### config.mk
export PLATFORM = sky130hd
export DESIGN_NAME = reverse_in_groups_core
export DESIGN_NICKNAME = d
export VERILOG_FILES = /design/src/hw/rtl/rig_pkg.sv /design/src/hw/rtl/rig_ctrl.sv /design/src/hw/rtl/rig_datapath.sv /design/src/hw/rtl/reverse_in_groups_core.sv
export VERILOG_INCLUDE_DIRS = /design/src /design/src/hw/rtl
export SDC_FILE = /design/constraint.sdc
export NUM_CORES = 1
export LEC_CHECK = 0
export ABC_AREA = 1
export BUFFER_PORTS_ARGS = -buffer_cell sky130_fd_sc_hd__buf_2
export CAP_MARGIN = 10
export CELL_PAD_IN_SITES_DETAIL_PLACEMENT = 0
export CELL_PAD_IN_SITES_GLOBAL_PLACEMENT = 2
export CORE_MARGIN = 3
export CORE_UTILIZATION = 47
export DETAILED_ROUTE_END_ITERATION = 8
export MAX_ROUTING_LAYER = met4
export PLACE_DENSITY_LB_ADDON = 0.1
export SLEW_MARGIN = 10
export SYNTH_ARGS = -nofsm -noshare
export SYNTH_HDL_FRONTEND = slang
export SYNTH_SLANG_ARGS = --single-unit
### constraint.sdc
create_clock -name clock -period 4.85 [get_ports clock]
set_clock_uncertainty 0.2 [all_clocks]
set_input_delay 0.97 -clock clock [delete_from_list [all_inputs] [get_ports clock]]
set_output_delay 0.97 -clock clock [all_outputs]
set_load 0.02 [all_outputs]
### src/hw/rtl/reverse_in_groups_core_macros.svh
// assertion macros used by the reverse_in_groups_core datapath
`ifndef REVERSE_IN_GROUPS_CORE_MACROS_SVH
`define REVERSE_IN_GROUPS_CORE_MACROS_SVH

// same-cycle implication, sampled on clock, off while reset is high
`define RIG_CHECK(label, ante, cons, msg) \
   label: assert property (@(posedge clock) disable iff (reset) (ante) |-> (cons)) \
      else $error(msg);

// next-cycle implication, sampled on clock, off while reset is high
`define RIG_CHECK_NEXT(label, ante, cons, msg) \
   label: assert property (@(posedge clock) disable iff (reset) (ante) |=> (cons)) \
      else $error(msg);

`endif

### src/hw/rtl/rig_pkg.sv
// shared constants and controller/datapath interface types
`default_nettype none

package rig_pkg;

   localparam int RIG_MAX_GROUP  = 16;
   localparam int RIG_DATA_WIDTH = 32;
   localparam int RIG_CSR_WIDTH  = 5;

   // controller to datapath
   typedef struct packed {
      logic write;   // store the accepted value
      logic start;   // close the group and set up the drain
      logic rd;      // read one buffered value into the output register
   } rig_cmd_type;

   // datapath to controller
   typedef struct packed {
      logic group_full;  // the incoming value completes a group
      logic last_read;   // one value left to drain
      logic out_free;    // output register can take a value this cycle
   } rig_sts_type;

endpackage

`default_nettype wire

### src/hw/rtl/rig_ctrl.sv
// control state machine: fill the group buffer, then drain it
`default_nettype none

module rig_ctrl (
   input  wire                  clock,
   input  wire                  reset,
   input  wire                  req_valid,
   output logic                 req_ready,
   input  wire                  req_end_of_list,
   input  rig_pkg::rig_sts_type sts,
   output rig_pkg::rig_cmd_type cmd
);
   import rig_pkg::*;

   localparam logic ST_FILL  = 1'b0;
   localparam logic ST_DRAIN = 1'b1;

   logic state_ff;
   logic state_in;
   logic accept;

   assign req_ready = (state_ff == ST_FILL);
   assign accept    = req_valid && req_ready;

   always_comb begin
      state_in  = state_ff;
      cmd.write = 1'b0;
      cmd.start = 1'b0;
      cmd.rd    = 1'b0;
      unique case (state_ff)
         ST_FILL: begin
            cmd.write = accept;
            if (accept && (sts.group_full || req_end_of_list)) begin
               cmd.start = 1'b1;
               state_in  = ST_DRAIN;
            end
         end
         ST_DRAIN: begin
            cmd.rd = sts.out_free;
            if (sts.out_free && sts.last_read) begin
               state_in = ST_FILL;
            end
         end
         default: begin
            state_in = ST_FILL;
         end
      endcase
   end

   always_ff @(posedge clock) begin
      if (reset) begin
         state_ff <= ST_FILL;
      end else begin
         state_ff <= state_in;
      end
   end

endmodule

`default_nettype wire

### src/hw/rtl/rig_datapath.sv
// group buffer, fill and drain counters, group size register, output register
`default_nettype none

`include "reverse_in_groups_core_macros.svh"

module rig_datapath #(
   parameter int MAX_GROUP  = rig_pkg::RIG_MAX_GROUP,
   parameter int DATA_WIDTH = rig_pkg::RIG_DATA_WIDTH
) (
   input  wire                                 clock,
   input  wire                                 reset,
   input  wire signed [DATA_WIDTH-1:0]         req_value,
   input  wire                                 req_end_of_list,
   input  wire                                 csr_valid,
   input  wire [rig_pkg::RIG_CSR_WIDTH-1:0]    csr_group_size,
   output logic                                rsp_valid,
   input  wire                                 rsp_ready,
   output logic signed [DATA_WIDTH-1:0]        rsp_out_value,
   output logic                                rsp_out_last,
   input  rig_pkg::rig_cmd_type                cmd,
   output rig_pkg::rig_sts_type                sts
);
   import rig_pkg::*;

   localparam int AW = (MAX_GROUP > 1) ? $clog2(MAX_GROUP) : 1;
   localparam int CW = $clog2(MAX_GROUP + 1);
   localparam int KW = (CW > RIG_CSR_WIDTH) ? CW : RIG_CSR_WIDTH;

   logic [DATA_WIDTH-1:0]        mem [MAX_GROUP];
   logic [RIG_CSR_WIDTH-1:0]     group_size_ff;
   logic [CW-1:0]                fill_ff;
   logic [CW-1:0]                fill_in;
   logic [CW-1:0]                rem_ff;
   logic [CW-1:0]                rem_in;
   logic [AW-1:0]                addr_ff;
   logic [AW-1:0]                addr_in;
   logic                         rev_ff;
   logic                         eol_ff;
   logic                         rsp_valid_ff;
   logic                         rsp_last_ff;
   logic signed [DATA_WIDTH-1:0] rd_data_ff;
   logic [KW-1:0]                gs_ext;
   logic [KW-1:0]                k_eff;
   logic [KW-1:0]                new_fill;

   // clamp the group size into 1..MAX_GROUP
   always_comb begin
      gs_ext = KW'(group_size_ff);
      priority if (gs_ext == KW'(0)) begin
         k_eff = KW'(1);
      end else if (gs_ext > KW'(MAX_GROUP)) begin
         k_eff = KW'(MAX_GROUP);
      end else begin
         k_eff = gs_ext;
      end
   end

   assign new_fill       = KW'(fill_ff) + KW'(1);
   assign sts.group_full = (new_fill >= k_eff);
   assign sts.last_read  = (rem_ff == CW'(1));
   assign sts.out_free   = !rsp_valid_ff || rsp_ready;

   always_comb begin
      fill_in = fill_ff;
      if (cmd.start) begin
         fill_in = CW'(0);
      end else if (cmd.write) begin
         fill_in = fill_ff + CW'(1);
      end
   end

   // drain walks down from the newest entry for a full group, up from zero otherwise
   always_comb begin
      rem_in  = rem_ff;
      addr_in = addr_ff;
      if (cmd.start) begin
         rem_in  = fill_ff + CW'(1);
         addr_in = sts.group_full ? fill_ff[AW-1:0] : AW'(0);
      end else if (cmd.rd) begin
         rem_in  = rem_ff - CW'(1);
         addr_in = rev_ff ? (addr_ff - AW'(1)) : (addr_ff + AW'(1));
      end
   end

   always_ff @(posedge clock) begin
      if (reset) begin
         group_size_ff <= RIG_CSR_WIDTH'(1);
         fill_ff       <= CW'(0);
         rsp_valid_ff  <= 1'b0;
      end else begin
         if (csr_valid) begin
            group_size_ff <= csr_group_size;
         end
         fill_ff <= fill_in;
         if (cmd.rd) begin
            rsp_valid_ff <= 1'b1;
         end else if (rsp_ready) begin
            rsp_valid_ff <= 1'b0;
         end
      end
   end

   always_ff @(posedge clock) begin
      rem_ff  <= rem_in;
      addr_ff <= addr_in;
      if (cmd.start) begin
         rev_ff <= sts.group_full;
         eol_ff <= req_end_of_list;
      end
   end

   always_ff @(posedge clock) begin
      if (cmd.write) begin
         mem[fill_ff[AW-1:0]] <= req_value;
      end
   end

   // registered read doubles as the output register
   always_ff @(posedge clock) begin
      if (cmd.rd) begin
         rd_data_ff  <= mem[addr_ff];
         rsp_last_ff <= eol_ff && (rem_ff == CW'(1));
      end
   end

   assign rsp_valid     = rsp_valid_ff;
   assign rsp_out_value = rd_data_ff;
   assign rsp_out_last  = rsp_last_ff;

   `RIG_CHECK(a_fill_bound, 1'b1, fill_ff < CW'(MAX_GROUP), "fill count reached buffer depth")
   `RIG_CHECK(a_rd_no_overrun, cmd.rd, !rsp_valid_ff || rsp_ready, "read overwrote a held beat")
   `RIG_CHECK(a_write_not_drain, cmd.write, !cmd.rd, "write during drain")
   `RIG_CHECK_NEXT(a_drain_nonempty, cmd.start, rem_ff != CW'(0), "drain started with nothing")

endmodule

`default_nettype wire

### src/hw/rtl/reverse_in_groups_core.sv
// top level: reverses a value stream in groups of a programmable size
`default_nettype none

// Values enter one per beat on req_ and are stored in a single-port group buffer of
// MAX_GROUP entries. When the group fills (csr_group_size, clamped to 1..MAX_GROUP),
// the block stops taking input and reads the group out newest first, one beat per
// cycle while the output register is free, through the buffer's registered read
// port, which is also the output register. An end_of_list beat that leaves a partial
// group drains it in arrival order; the final beat of a list carries rsp_out_last.
// The next group may start filling while the last drained beat waits on rsp_.
// The buffer needs no clearing after reset. Write csr_group_size only while idle.
module reverse_in_groups_core #(
   parameter int MAX_GROUP  = rig_pkg::RIG_MAX_GROUP,
   parameter int DATA_WIDTH = rig_pkg::RIG_DATA_WIDTH
) (
   input  wire                              clock,
   input  wire                              reset,
   input  wire                              req_valid,
   output logic                             req_ready,
   input  wire signed [DATA_WIDTH-1:0]      req_value,
   input  wire                              req_end_of_list,
   output logic                             rsp_valid,
   input  wire                              rsp_ready,
   output logic signed [DATA_WIDTH-1:0]     rsp_out_value,
   output logic                             rsp_out_last,
   input  wire                              csr_valid,
   output logic                             csr_ready,
   input  wire [rig_pkg::RIG_CSR_WIDTH-1:0] csr_group_size
);
   import rig_pkg::*;

   rig_cmd_type cmd;
   rig_sts_type sts;

   assign csr_ready = 1'b1;

   rig_ctrl u_ctrl (
      .clock           (clock),
      .reset           (reset),
      .req_valid       (req_valid),
      .req_ready       (req_ready),
      .req_end_of_list (req_end_of_list),
      .sts             (sts),
      .cmd             (cmd)
   );

   rig_datapath #(
      .MAX_GROUP  (MAX_GROUP),
      .DATA_WIDTH (DATA_WIDTH)
   ) u_datapath (
      .clock           (clock),
      .reset           (reset),
      .req_value       (req_value),
      .req_end_of_list (req_end_of_list),
      .csr_valid       (csr_valid),
      .csr_group_size  (csr_group_size),
      .rsp_valid       (rsp_valid),
      .rsp_ready       (rsp_ready),
      .rsp_out_value   (rsp_out_value),
      .rsp_out_last    (rsp_out_last),
      .cmd             (cmd),
      .sts             (sts)
   );

endmodule

`default_nettype wire
==> results.ini, run 1 <==
[die]
dieHeight_um=226.3
die_w_um=226.3
start_util_pct=47.65
ioPinCount=79
dieArea_um2=51190
rows=80
core_area_um2=47850

[global_route]
grt_pass1_vias=13647
grt_overflow_total=0
grt_max_degree=178
grt_pass1_wl_mm=85.22
antenna_found_initial=0
grt_usage_pct=22.77

[clock_network]
cts_buffer_depth=3
h-tree-depth=2
cts_setup_buffers=0
cts_resized=0
root_buffer=clkbuf_16
postCtsHoldBufs=0
clock_latency_ns=0.61
cts_buffers=58
cts_tree=done
cts.sinks=568
clk_pin_slew_ns=0.06

[critical_path]
crit_fanout=13
required_ns=4.88
rr_startpoint=u_datapath.fill_ff[0]$_SDFFE_PP0P_
critical_path_class=reg2reg
r2r_slack_ns=1.52
worstPathArrival_ns=3.36
reg2reg_depth=11
worst_setup_path_start_kind=register
reg2reg_to=u_datapath.addr_ff[2]$_DFFE_PP_
cp-end-kind=register

[power]
pwr_density_cell_nw_per_um2=505.0
leakage_nw=8.852
vdd_drop_max_mv=0.3790

[sta]
finalSetupViolCount=0
finalHoldViolations=0
timing.slew.headroom_pct=20.37
rsz0062_at_grt=no
period_minus_slack_ns=3.330
period_share_pct=68.67
report.final.slew_viol_count=0
setup-tns-final_ns=0
fmax_ghz=0.3003
hold_ws_ns=0.3028
worst_pin_slew_ns=1.192
setup_slack_ns=1.520

[route]
vias=13820
wl_per_cell_um=21.83
vias_per_cell=5.398
wl_mm=55.89
first_pass_iters=5
ant_nets=0
drt_iter0_markers=1191
drc=0

[hold_path]
hp-class=reg2reg
hold_path_depth=2
whs_endpoint=u_datapath.group_size_ff[0]$_SDFFE_PP1P_
worstHoldStart=u_datapath.group_size_ff[0]$_SDFFE_PP1P_

[placed_design]
hpwlAfterDp_mm=30.05
gp_congestion=0.7584
place_ws_ns=1.129
io_buffers=77
place_area_um2=23760

[layout]
drive_above_1_share_pct=10.49
final_cell_area_um2=25530
area_growth_pct=11.99
finalNetCount=1955
diodes=0

[run]
max_cap_violations=0

[synth]
syn_inst=1839
synth_cell_types=24
yosysTopAreaCell=edfxtp_1
synth_common_cells=edfxtp_1, nor2_1, nand3_1
yosysSeqAreaShare_pct=74.28
avgSynthCellArea_um2=12.40
ys_ff_latch=568
synth_nets=1896
synth_edf_count=556
synth.top_cells.by_area=edfxtp_1, nor2_1, nand3_1
synth_top_area_share_pct=73.23
ys_warn_count=0
ys.flop_type=edfxtp_1
synth.most_common_cell=edfxtp_1
synth_area_um2=22800
async_flop_share_pct=0

[run_status]
outcome=finished, final reports clean

## final cells by class
type	count	area, um2
Inverter	70	272.8
Sequential cell	568	16940
Clock buffer	74	1533
Clock inverter	33	236.5
Fill cell	4173	22310
Tap cell	615	769.5
Timing Repair Buffer	108	668.1
Multi-Input combinational cell	1092	5117
## cells by family (layout without fill, tap and decap cells)
kind of cell	Yosys count	after routing	share of synthesized area [%]
AND/OR/NAND/NOR	796	796	14.26
XOR/XNOR	11	11	0.4226
other	1	1	0.01645
buffers and inverters	179	285	3.831
AO/OA/AOI/OAI	270	270	6.388
flip-flops	568	568	74.28
adder cells (fa/ha/maj)	14	14	0.8013
## critical path: stages (launching register included)
cell,delay (ns)
dfxtp_1,0.48
ha_1,0.27
nand3_1,0.18
xor2_1,0.18
inv_1,0.07
ha_1,0.29
nand2_1,0.07
nor2_1,0.10
nand2_1,0.07
nand4_1,0.17
nand2_1,0.30
o21ai_1,0.56
## cells in the final DEF (no fill, tap or decap), types with 2 or more instances in the layout
| cell type | n |
|---|---|
| o21ai_1 | 56 |
| clkinv_1 | 17 |
| ha_1 | 13 |
| buf_2 | 77 |
| edfxtp_1 | 556 |
| buf_4 | 27 |
| nor2_4 | 17 |
| clkbuf_16 | 59 |
| nand3_1 | 207 |
| nor2_1 | 449 |
| dfxtp_1 | 12 |
| xnor2_1 | 4 |
| o21ai_0 | 166 |
| xor2_1 | 7 |
| inv_1 | 66 |
| inv_2 | 2 |
| o211ai_1 | 42 |
| inv_6 | 3 |
| clkinv_2 | 10 |
| nand2_1 | 121 |
| bufinv_16 | 3 |
| a21oi_1 | 6 |
| clkbuf_1 | 15 |
| buf_12 | 4 |
## registers in the layout (all words and copies together) (netlist names), 4 cells and up
| signal | cells |
|---|---|
| u_datapath.fill_ff | 5 |
| u_datapath.mem | 512 |
| u_datapath.rsp_out_value | 32 |
| u_datapath.addr_ff | 4 |
| u_datapath.rem_ff | 5 |
| u_datapath.group_size_ff | 5 |
## per-layer routing
layer | GRT usage (%) | share of wire, %
met5 | - | 0
met4 | 5.582 | 1.9
met3 | 2.628 | 4.8
met2 | 35.14 | 47
met1 | 32.79 | 46
## worst max path at each step
stage / to / startpoint / slack [ns]
after floorplan: u_datapath.mem[11][0]$_DFFE_PP_ / req_valid / 1.29
after global placement: u_datapath.mem[0][3]$_DFFE_PP_ / req_valid / 1.15
after detailed placement: u_datapath.mem[0][5]$_DFFE_PP_ / req_valid / 1.13
after CTS: u_datapath.rem_ff[4]$_DFFE_PP_ / u_datapath.fill_ff[0]$_SDFFE_PP0P_ / 1.35
after global routing: u_datapath.rem_ff[4]$_DFFE_PP_ / u_datapath.fill_ff[0]$_SDFFE_PP0P_ / 1.16
final: u_datapath.addr_ff[2]$_DFFE_PP_ / u_datapath.fill_ff[0]$_SDFFE_PP0P_ / 1.52
## report_power, final
group	switching [W]	leakage, nW	total [W]	internal, W
clock network	0.00181	0.864	0.00419	0.00238
logic	0.00214	2.85	0.00300	0.000859
registers	0.0000545	5.13	0.00570	0.00565
total	0.00401	8.85	0.0129	0.00889
## stage by stage
step | total power [W] | utilization (%) | cells
finish | 0.01289 | 53.37 | 2560
global route | 0.01357 | 53.37 | 2560
CTS | 0.01304 | 53.37 | 2560
detailed placement | 0.008850 | 49.67 | 2453
global placement | 0.008853 | 49.67 | 2453
floorplan | 0.007866 | - | 1839
Power figures use the tool's default switching activity.
==> run 2, diff against run 1 <==
--- a/config.mk
+++ b/config.mk
@@ -12,7 +12,7 @@
 export CELL_PAD_IN_SITES_DETAIL_PLACEMENT = 0
 export CELL_PAD_IN_SITES_GLOBAL_PLACEMENT = 2
 export CORE_MARGIN = 3
-export CORE_UTILIZATION = 47
+export CORE_UTILIZATION = 43
 export DETAILED_ROUTE_END_ITERATION = 8
 export MAX_ROUTING_LAYER = met4
 export PLACE_DENSITY_LB_ADDON = 0.1
==> constraint.sdc (replaced) <==
create_clock -name clock -period 3.29 [get_ports clock]
set_clock_uncertainty 0.2 [all_clocks]
set_input_delay 0.658 -clock clock [delete_from_list [all_inputs] [get_ports clock]]
set_output_delay 0.658 -clock clock [all_outputs]
set_load 0.02 [all_outputs]
==> run 2 against run 1 <==
  * First-iteration DRC count shrank 2.4%
  * Utilization shrank 3.2 points
  * Total power grew 50%
  * Design area grew 2.0%
  * Hold slack lost 0.26 ns
  * Critical path depth grew 1
  * Sequential share of layout area shrank 1.3 points
  * Sequential power grew 48%
  * Global-route usage shrank 1.6 points
  * Critical path type unchanged
  * Largest power group unchanged
==> results.ini, run 2 (synthesis results as in run 1) <==
[sta]
fmax_ghz=0.3334
timing.slew.headroom_pct=37.06
finalSetupViolCount=0
report.final.slew_viol_count=0
period_share_pct=91.16
finalHoldViolations=0
period_minus_slack_ns=2.999
worst_pin_slew_ns=0.9428
rsz0062_at_grt=no
setup-tns-final_ns=0

[die]
dieArea_um2=55820
die_w_um=236.3
ioPinCount=79
dieHeight_um=236.3
core_area_um2=51920
rows=83
start_util_pct=43.91

[power]
pwr_density_cell_nw_per_um2=741.2
vdd_drop_max_mv=0.5907
leakage_nw=9.046

[global_route]
grt_pass1_wl_mm=87.51
grt_max_degree=88
grt_usage_pct=21.17
antenna_found_initial=0
grt_overflow_total=0
grt_pass1_vias=13589

[route]
wl_mm=57.69
vias_per_cell=5.297
vias=14026
wl_per_cell_um=21.79
drc=0
ant_nets=0
first_pass_iters=5
drt_iter0_markers=1163

[placed_design]
hpwlAfterDp_mm=30.61
place_area_um2=24210
gp_congestion=0.7538
io_buffers=77

[layout]
fin_util_pct=50.13
layout_common_cells=edfxtp_1, nor2_1, nand3_1, o21ai_0, nand2_1
seq_area_um2=16940
finalNetCount=1979
drive_above_1_share_pct=11.43
fillers=4565
diodes=0
final_cell_area_um2=26030
multi_input_area_um2=5117
area_growth_pct=14.18
layout_commonest_cell=edfxtp_1
largest_reg_flops=512

[clock_network]
h-tree-depth=2
cts_buffers=61
cts_resized=0
postCtsHoldBufs=0
cts_buffer_depth=3
root_buffer=clkbuf_16
cts.sinks=568
clock_latency_ns=0.62
cts_tree=done
cts_setup_buffers=0
clk_pin_slew_ns=0.06

[run]
max_cap_violations=0

[critical_path]
worstPathArrival_ns=3.11
crit_fanout=7
cp-end-kind=register
critical_path_class=reg2reg
worst_setup_path_start_kind=register
required_ns=3.40

[hold_path]
hp-class=in2reg

[run_status]
outcome=finished, final reports clean

==> run 2: changes by cell type in the layout (fill, tap and decap cells not counted), moves of 2 or more <==
cell / previous run / this run
clkbuf_1: 15 / 18
clkinv_2: 10 / 8
buf_12: 4 / 21
buf_4: 27 / 30
clkbuf_16: 59 / 62
==> run 2: cell type report <==
type | instances | area share, %
sequential | 568 | 65.06
multi-input combinational | 1092 | 19.66
clock inverter | 28 | 0.7114
tap | 680 | 3.268
timing repair buffer | 129 | 3.980
inverter | 70 | 1.048
clock buffer | 81 | 6.273
==> run 2: path summary, 6_finish.rpt <==
kind | startpoint | end | slack [ns] | cells past startpoint
worst max-delay path | u_datapath.fill_ff[0]$_SDFFE_PP0P_ | u_datapath.addr_ff[3]$_DFFE_PP_ | 0.29 | 12
worst max register to register | u_datapath.fill_ff[0]$_SDFFE_PP0P_ | u_datapath.addr_ff[3]$_DFFE_PP_ | 0.29 | 12
worst min register to register | u_ctrl.state_ff$_SDFF_PP0_ | u_datapath.rsp_valid$_SDFFE_PP0P_ | 0.29 | 2
worst min-delay path | reset | u_ctrl.state_ff$_SDFF_PP0_ | 0.05 | 2
==> run 2: report_power, final <==
group          internal (W)  total [W]  switching, W
clock               0.00360    0.00633       0.00273
combinational       0.00140    0.00455       0.00315
sequential          0.00832    0.00842     0.0000932
==> run 2: metrics by stage <==
stage	power (W)	hold slack [ns]	instances	setup WS (ns)
floorplan	0.01160	0.2517	1839	0.03791
global placement	0.01320	0.2743	2538	0.2594
detailed placement	0.01320	0.2746	2538	0.2314
CTS	0.01955	0.01386	2647	0.2152
global route	0.02032	0.03614	2648	0.06154
finish	0.01930	0.04559	2648	0.2909
==> run 2: worst max-delay path: stages (launching register included) <==
cell	delay, ns
dfxtp_1	0.48
ha_1	0.26
nand3_1	0.18
xor2_1	0.17
inv_1	0.07
ha_1	0.29
nand2_1	0.06
nor2_1	0.09
nand2_1	0.07
nand4_1	0.17
nand2_1	0.11
o21ai_0	0.26
clkbuf_2	0.29
==> run 2: metal layers <==
layer	GRT usage (%)	up-vias	part of all wire, %
met5	-	-	0
met4	5.314	0	2.0
met3	2.654	83	4.7
met2	32.93	301	47
met1	29.87	6963	46
li1	-	6679	-
